## src/ght_pkg.sv

```systemverilog
`timescale 1ns / 1ps
// ----------------------------------------------------------------------------
// ght_pkg
// Shared types and constants of the generational handle table.
// ----------------------------------------------------------------------------
package ght_pkg;

    localparam int KIND_COUNT = 4;
    localparam int ID_COUNT   = 1024;
    localparam int TABLE_SIZE = KIND_COUNT * ID_COUNT;
    localparam int IX_W       = $clog2(TABLE_SIZE);

    localparam int KIND_W = 2;
    localparam int ID_W   = 10;
    localparam int WORD_W = 64;

    // opcodes
    localparam logic [3:0] OP_RESTART     = 4'd0;
    localparam logic [3:0] OP_DISCOVER    = 4'd1;
    localparam logic [3:0] OP_CREATED     = 4'd2;
    localparam logic [3:0] OP_RESOLVE     = 4'd3;
    localparam logic [3:0] OP_MARK_DEAD   = 4'd4;
    localparam logic [3:0] OP_RETIRE      = 4'd5;
    localparam logic [3:0] OP_IS_DEAD     = 4'd6;
    localparam logic [3:0] OP_IS_ALIVE    = 4'd7;
    localparam logic [3:0] OP_IS_AWAITING = 4'd8;

    // status codes
    localparam logic [1:0] ST_OK        = 2'd0;
    localparam logic [1:0] ST_EXHAUSTED = 2'd1;
    localparam logic [1:0] ST_RANGE     = 2'd2;

    // flag bit positions
    localparam int FL_ALIVE    = 0;
    localparam int FL_DEAD     = 1;
    localparam int FL_NOTIFIED = 2;

    localparam int IN_TDATA_W  = 216;
    localparam int OUT_TDATA_W = 144;

    // last field in the lowest bits
    typedef struct packed {
        logic              awaiting_creation;
        logic [WORD_W-1:0] key_epoch;
        logic [WORD_W-1:0] key_generation;
        logic [WORD_W-1:0] token;
        logic [ID_W-1:0]   entity_id;
        logic [KIND_W-1:0] kind;
        logic [3:0]        opcode;
    } req_t;

    typedef struct packed {
        logic [1:0]        status;
        logic              answer;
        logic [WORD_W-1:0] out_epoch;
        logic [WORD_W-1:0] out_generation;
        logic [ID_W-1:0]   out_id;
        logic [KIND_W-1:0] out_kind;
    } res_t;

    typedef struct packed {
        logic              valid;
        logic [WORD_W-1:0] token;
        logic [WORD_W-1:0] generation;
        logic [WORD_W-1:0] epoch;
        logic [2:0]        flags;
    } entry_t;

    typedef struct packed {
        logic   wr_en;
        entry_t wr_data;
        logic   restart;
        res_t   res;
    } exec_t;

endpackage

```

## src/ght_exec.sv

```systemverilog
`timescale 1ns / 1ps
// ----------------------------------------------------------------------------
// ght_exec
// Modify step of one request: new entry contents and the result item.
// ----------------------------------------------------------------------------
module ght_exec
    import ght_pkg::*;
(
    input  req_t              req,
    input  entry_t            ent,
    input  logic [WORD_W-1:0] cur_epoch,
    output exec_t             exe
);

    logic              in_range;
    logic              key_hit;
    logic              need_new;
    logic              have;
    logic [WORD_W-1:0] base_gen;
    entry_t            upd;
    res_t              res;
    logic              wr_en;

    always_comb
    begin
        in_range = (32'(req.kind) < KIND_COUNT) && (32'(req.entity_id) < ID_COUNT);
        key_hit  = ent.valid && (ent.generation == req.key_generation)
                   && (ent.epoch == req.key_epoch);
        need_new = !ent.valid || !ent.flags[FL_ALIVE] || (ent.token != req.token);
        base_gen = ent.valid ? ent.generation : '0;
        upd      = ent;
        res      = '0;
        have     = 1'b0;
        wr_en    = 1'b0;

        unique case (req.opcode)
            OP_RESTART:
            begin
            end
            OP_DISCOVER, OP_CREATED:
            begin
                if (!in_range)
                    res.status = ST_RANGE;
                else if (req.token != '0 && req.kind != '0)
                begin
                    if (need_new && base_gen == '1)
                        res.status = ST_EXHAUSTED;
                    else
                    begin
                        have  = 1'b1;
                        wr_en = 1'b1;
                        if (need_new)
                        begin
                            upd.valid      = 1'b1;
                            upd.token      = req.token;
                            upd.generation = base_gen + 64'd1;
                            upd.epoch      = cur_epoch;
                            upd.flags      = '0;
                            upd.flags[FL_ALIVE]    = 1'b1;
                            upd.flags[FL_NOTIFIED] = !(req.opcode == OP_DISCOVER
                                                       && req.awaiting_creation);
                        end
                        if (req.opcode == OP_CREATED)
                            upd.flags[FL_NOTIFIED] = 1'b1;
                    end
                end
            end
            OP_RESOLVE:
            begin
                if (!in_range)
                    res.status = ST_RANGE;
                else
                    have = ent.valid && (ent.token == req.token);
            end
            OP_MARK_DEAD:
            begin
                if (!in_range)
                    res.status = ST_RANGE;
                else if (key_hit)
                begin
                    wr_en = 1'b1;
                    upd.flags[FL_DEAD] = 1'b1;
                end
            end
            OP_RETIRE:
            begin
                if (!in_range)
                    res.status = ST_RANGE;
                else if (key_hit)
                begin
                    wr_en = 1'b1;
                    upd.flags[FL_ALIVE] = 1'b0;
                end
            end
            OP_IS_DEAD:
            begin
                if (!in_range)
                    res.status = ST_RANGE;
                else
                    res.answer = key_hit && ent.flags[FL_DEAD];
            end
            OP_IS_ALIVE:
            begin
                if (!in_range)
                    res.status = ST_RANGE;
                else
                    res.answer = key_hit && ent.flags[FL_ALIVE];
            end
            OP_IS_AWAITING:
            begin
                if (!in_range)
                    res.status = ST_RANGE;
                else
                    res.answer = key_hit && !ent.flags[FL_NOTIFIED];
            end
            default:
            begin
            end
        endcase

        if (have)
        begin
            res.out_kind       = req.kind;
            res.out_id         = req.entity_id;
            res.out_generation = upd.generation;
            res.out_epoch      = upd.epoch;
        end

        exe.wr_en   = wr_en;
        exe.wr_data = upd;
        exe.restart = (req.opcode == OP_RESTART);
        exe.res     = res;
    end

endmodule

```

## config.mk

```make
export PLATFORM = sky130hd
export DESIGN_NAME = ght_exec
export DESIGN_NICKNAME = d
export VERILOG_FILES = /design/src/ght_pkg.sv /design/src/ght_exec.sv
export SDC_FILE = /design/constraint.sdc
export NUM_CORES = 1
export LEC_CHECK = 0
export BUFFER_PORTS_ARGS = -buffer_cell sky130_fd_sc_hd__buf_2
export CORE_AREA = 2 2 313 315
export DETAILED_ROUTE_END_ITERATION = 10
export DIE_AREA = 0 0 315 317
export SYNTH_ARGS = -nofsm -noshare
export SYNTH_HDL_FRONTEND = slang
export SYNTH_SLANG_ARGS = --single-unit
```

## constraint.sdc

```tcl
create_clock -name vclk -period 7.8
set_input_delay 1.56 -clock vclk [all_inputs]
set_output_delay 1.56 -clock vclk [all_outputs]
set_load 0.02 [all_outputs]
```

**Word-level counts from Yosys, hierarchy flattened**

Index checks and enable logic that the tools add are counted.

- Input bits: 469
- Output and inout bits: 341
- Bits in registers: 0
- Word-level logic and storage cells: 54

- Reduce and logical (&&, ||, !) cells: 20
- Add/sub/neg operators: 1
- Equality and inequality tests: 13
- Multiplexer cells: 20

Operator list:

| kind | number |
|---|---|
| $mux W196 | 3 |
| $mux W194 | 1 |
| $eq A64 B64 Y1 | 3 |
| $mux W140 | 1 |
| $add A64 B1 Y64 const B | 1 |
| $eq A64 B64 Y1 const B | 1 |
| $mux W64 | 1 |
| $ne A64 B64 Y1 | 1 |
| $reduce_bool A64 Y1 | 1 |
| $eq A4 B3 Y1 const B | 4 |
| $logic_and A1 B1 Y1 | 9 |
| $eq A4 B2 Y1 const B | 2 |
| $mux W1 | 8 |
| $pmux W1 S2 | 4 |
| $eq A4 B1 Y1 const B | 1 |
| $eq A4 B4 Y1 const B | 1 |
| $logic_not A1 Y1 | 4 |
| $logic_not A4 Y1 | 1 |
| $reduce_or A2 Y1 | 2 |
| $pmux W1 S3 | 1 |
| $logic_or A1 B1 Y1 | 2 |
| $mux W2 | 1 |
| $reduce_bool A2 Y1 | 1 |

**Depth between registers and ports, before layout**

- Word-level depth: 9
- Gate-level depth with buffers: 19
- Depth with buffers taken out: 10

**Worst setup path before layout**

No wires, ideal clock.

- Path type: input to output
- Start point: input port ent[195] in the netlist's numbering
- End point: output port exe[51] in the netlist's numbering
- Stages on the path: 17
- Slack: 0.671 ns
- Data arrival time: 5.569 ns
- Data required time: 6.240 ns
- Cell sequence: buf_2 > buf_2 > clkbuf_1 > clkbuf_1 > clkbuf_1 > buf_1 > and2_1 > ha_1 > nand3_2 > nor4_4 > nand3_2 > or3_1 > buf_2 > nand2_2 > buf_4 > nor2_1 > a311oi_1

RTL lines:

| element | line | text |
|---|---|---|
| start, declared | ght_exec.sv:10 | `input entry_t ent,` |
| end, declared | ght_exec.sv:12 | `output exec_t exe` |

==> summary.txt <==
Status
  • Status: finished clean

Place
  • Dpl hpwl: approximately 100 mm
  • Port Buffers: approximately 800
  • Pre-CTS WS: 371 ps
  • GPL Wtd Cong: ~0.9

Yosys
  • Synthesized net count: roughly 1800
  • Avg Cell Area, Syn: around 6.3 sq um
  • Post-synthesis simple-gate area fraction: 40.0%
  • Sequential fraction of the synthesis area: 0%
  • Syn Inst Count: around 1300
  • Dominant cell by count in the synthesized netlist: nand2_1
  • Synth Area in Compound Gates: around 26%
  • Yosys warning count: 0
  • Library cells used by synthesis: 68
  • Dominant cell type by area after synthesis: mux2_2
  • Top post-synthesis cells by count: nand2_1, nand3_1, a21oi_1
  • Post-Synth XOR/XNOR Area: between 10% and 20%
  • Post-synthesis mux area share: ~9.0%
  • Post-Syn Area: 8280 sq um
  • Largest cells by area after synthesis: mux2_2, xnor2_1, xor2_1
  • Largest family of logic cells by synthesized area: simple AND/OR/NAND/NOR gates
  • Adder-cell share of the synthesized area: less than 1%
  • Synth top area share: approximately 9%

Setup path
  • Worst path most repeated cell: buf_4
  • WP data required: around 6200 ps
  • Worst setup startpoint: ent[195]
  • Crit path cell chain: buf_4, buf_4, and2_1, ha_1, nand3_2, nor4_4, buf_4, nand3_2, or3_1, nand2_4, buf_4, o21ai_0, a21oi_1, buf_2
  • Critical path's top delay family: simple AND/OR/NAND/NOR gates
  • Critical Path Source Type: input port
  • Slowest stage delay, CP: around 620 ps
  • CP max stage cell: or3_1
  • Crit path capture: exe[137]
  • Crit Path Category: in -> out
  • Critical Path Sink Type: output port
  • Max FO, Critical Path: 24
  • Instance count on the critical path: 14
  • Arrival @ worst endpoint: between 5000 and 6000 ps
  • CP bufs+invs: 5

Global route
  • Global-route wire length before repair: about 130 mm
  • GR Util All Layers: between 20% and 30%
  • Overflow after GRT: 0
  • Number of global-route vias before repair: about 14000
  • Initial antenna violation count: 76
  • Largest net degree at the start of global routing: 81

Pwr
  • Sequential share of power: 0%
  • Internal Power: 0.000293 W
  • Peak supply drop: 26.5 uV
  • Combinational power share: 100.0%
  • Net Sw Frac: about two thirds
  • Switching power: roughly 0.00061 W
  • Power density over the cells: approximately 64 nW/um^2
  • P_leak: around 6.3 nW
  • Clock share of power: 0%

Job
  • Max_cap viols: 0

Die
  • Core Rows: approximately 110
  • Die Y: 317 um
  • Die Area: approximately 100000 sq um
  • Top Ports: ~800
  • Die W: around 320 um
  • Starting Density: 8.60%
  • Core Footprint: between 90000 and 100000 sq um

STA
  • TNS Setup: 0 ps
  • Slew Viols, Final: 0
  • Period utilisation layout: a little over nine tenths
  • Final setup violation count: 0
  • Final worst setup slack: 490 ps
  • Minimum clock period after layout: ~7300 ps
  • FMAX: between 100 and 150 MHz
  • Final Hold Vio Count: 0
  • RSZ-0062 raised after global routing: no
  • Least-Margin Pin Slew: 1090 ps
  • Slew HR: between 20% and 30%

Final layout
  • Register area: 0 sq um
  • Post-layout util: 14.5%
  • Layout cells sized above 1: a little under half
  • Area Overhead vs Synth: 69.1%
  • CLK BUF: 0
  • Final #Nets: around 2500
  • Seq cells: 0
  • Fillers: between 10000 and 15000

Detailed routing
  • Initial drt markers: roughly 1600
  • Vias per cell: approximately 4.4
  • Final ANT Viol Nets: 0
  • Vias: between 10000 and 15000
  • First-pass DRT Iterations: 5
  • Detailed-route wire length: between 100 and 150 mm
  • Drc violations: 0
  • Routed length per instance: approximately 32 um

CTS
  • CTS resizes: 0
  • Hold_buf cts: 0
  • Postcts setup bufs: 0

Min path
  • Worst min-delay path category: in -> out
[logic make-up (layout without fill, tap and decap cells)]
| family | count (synthesis) | in the layout |
|---|---|---|
| and+or+nand+nor | 620 | 620 |
| AOI/OAI and AO/OA | 332 | 332 |
| xor gates and xnor gates | 157 | 157 |
| buffers and inverters | 145 | 895 |
| muxes | 66 | 66 |
| adders and majority gates | 1 | 1 |
| other | 1 | 13 |
[power by group through the flow]
stage	sequential, W	clock [W]	combinational, W
global placement	0	0	0.000911
CTS	0	0	0.000914
detailed placement	0	0	0.000910
floorplan	0	0	0.000388
global route	0	0.0000000000515	0.000950
finish	0	0.000000000190	0.000898
[how the worst min path moves through the flow]
stage	from	to	slack, ps	cells past startpoint
after CTS	req[12]	exe[8]	3440	3
final	req[12]	exe[8]	3440	3
after floorplan	ent[106]	exe[250]	3290	1
after detailed placement	req[12]	exe[8]	3440	3
after global placement	req[13]	exe[9]	3440	3
after global routing	req[13]	exe[9]	3450	3
[per-layer routing]
layer  vias to the layer above  track usage, %  wire, um
li1                       6457               -         -
met1                      7134            26.4     45900
met2                      1075            35.7     51900
met3                       155            4.35      9380
met4                        38            1.34      1470
met5                         -               0       248
[cell usage in the layout (no fill, tap or decap), drive strengths merged, types with 18 or more instances in the layout]
cell type	n
inv	32
nor4	54
buf	862
nor2	43
xor2	76
nand4	77
and2	31
o31ai	31
xnor2	81
o21ai	77
a21oi	110
nor2b	39
mux2	66
nand2b	18
nand3	120
nor3	31
a31oi	19
nand2	154
[through the flow]
| stage | area [sq um] | power, W | std cells | hold WS [ps] |
|---|---|---|---|---|
| finish | 14000 | 0.000898 | 3360 | 3440 |
| global route | 14000 | 0.000950 | 3351 | 3450 |
| CTS | 14000 | 0.000914 | 3348 | 3440 |
| detailed placement | 14000 | 0.000910 | 3348 | 3440 |
| global placement | 14000 | 0.000911 | 3348 | 3440 |
| floorplan | 8280 | 0.000388 | 1322 | 3290 |
[layout make-up]
cell class / instances / area, sq um / area share, %
Antenna cell: 12 / 30.0 / 0.214
Inverter: 33 / 124 / 0.884
Multi-Input combinational cell: 1177 / 7670 / 54.8
Tap cell: 1276 / 1600 / 11.4
Timing Repair Buffer: 862 / 4590 / 32.7
(Power assumes the default switching activity.)
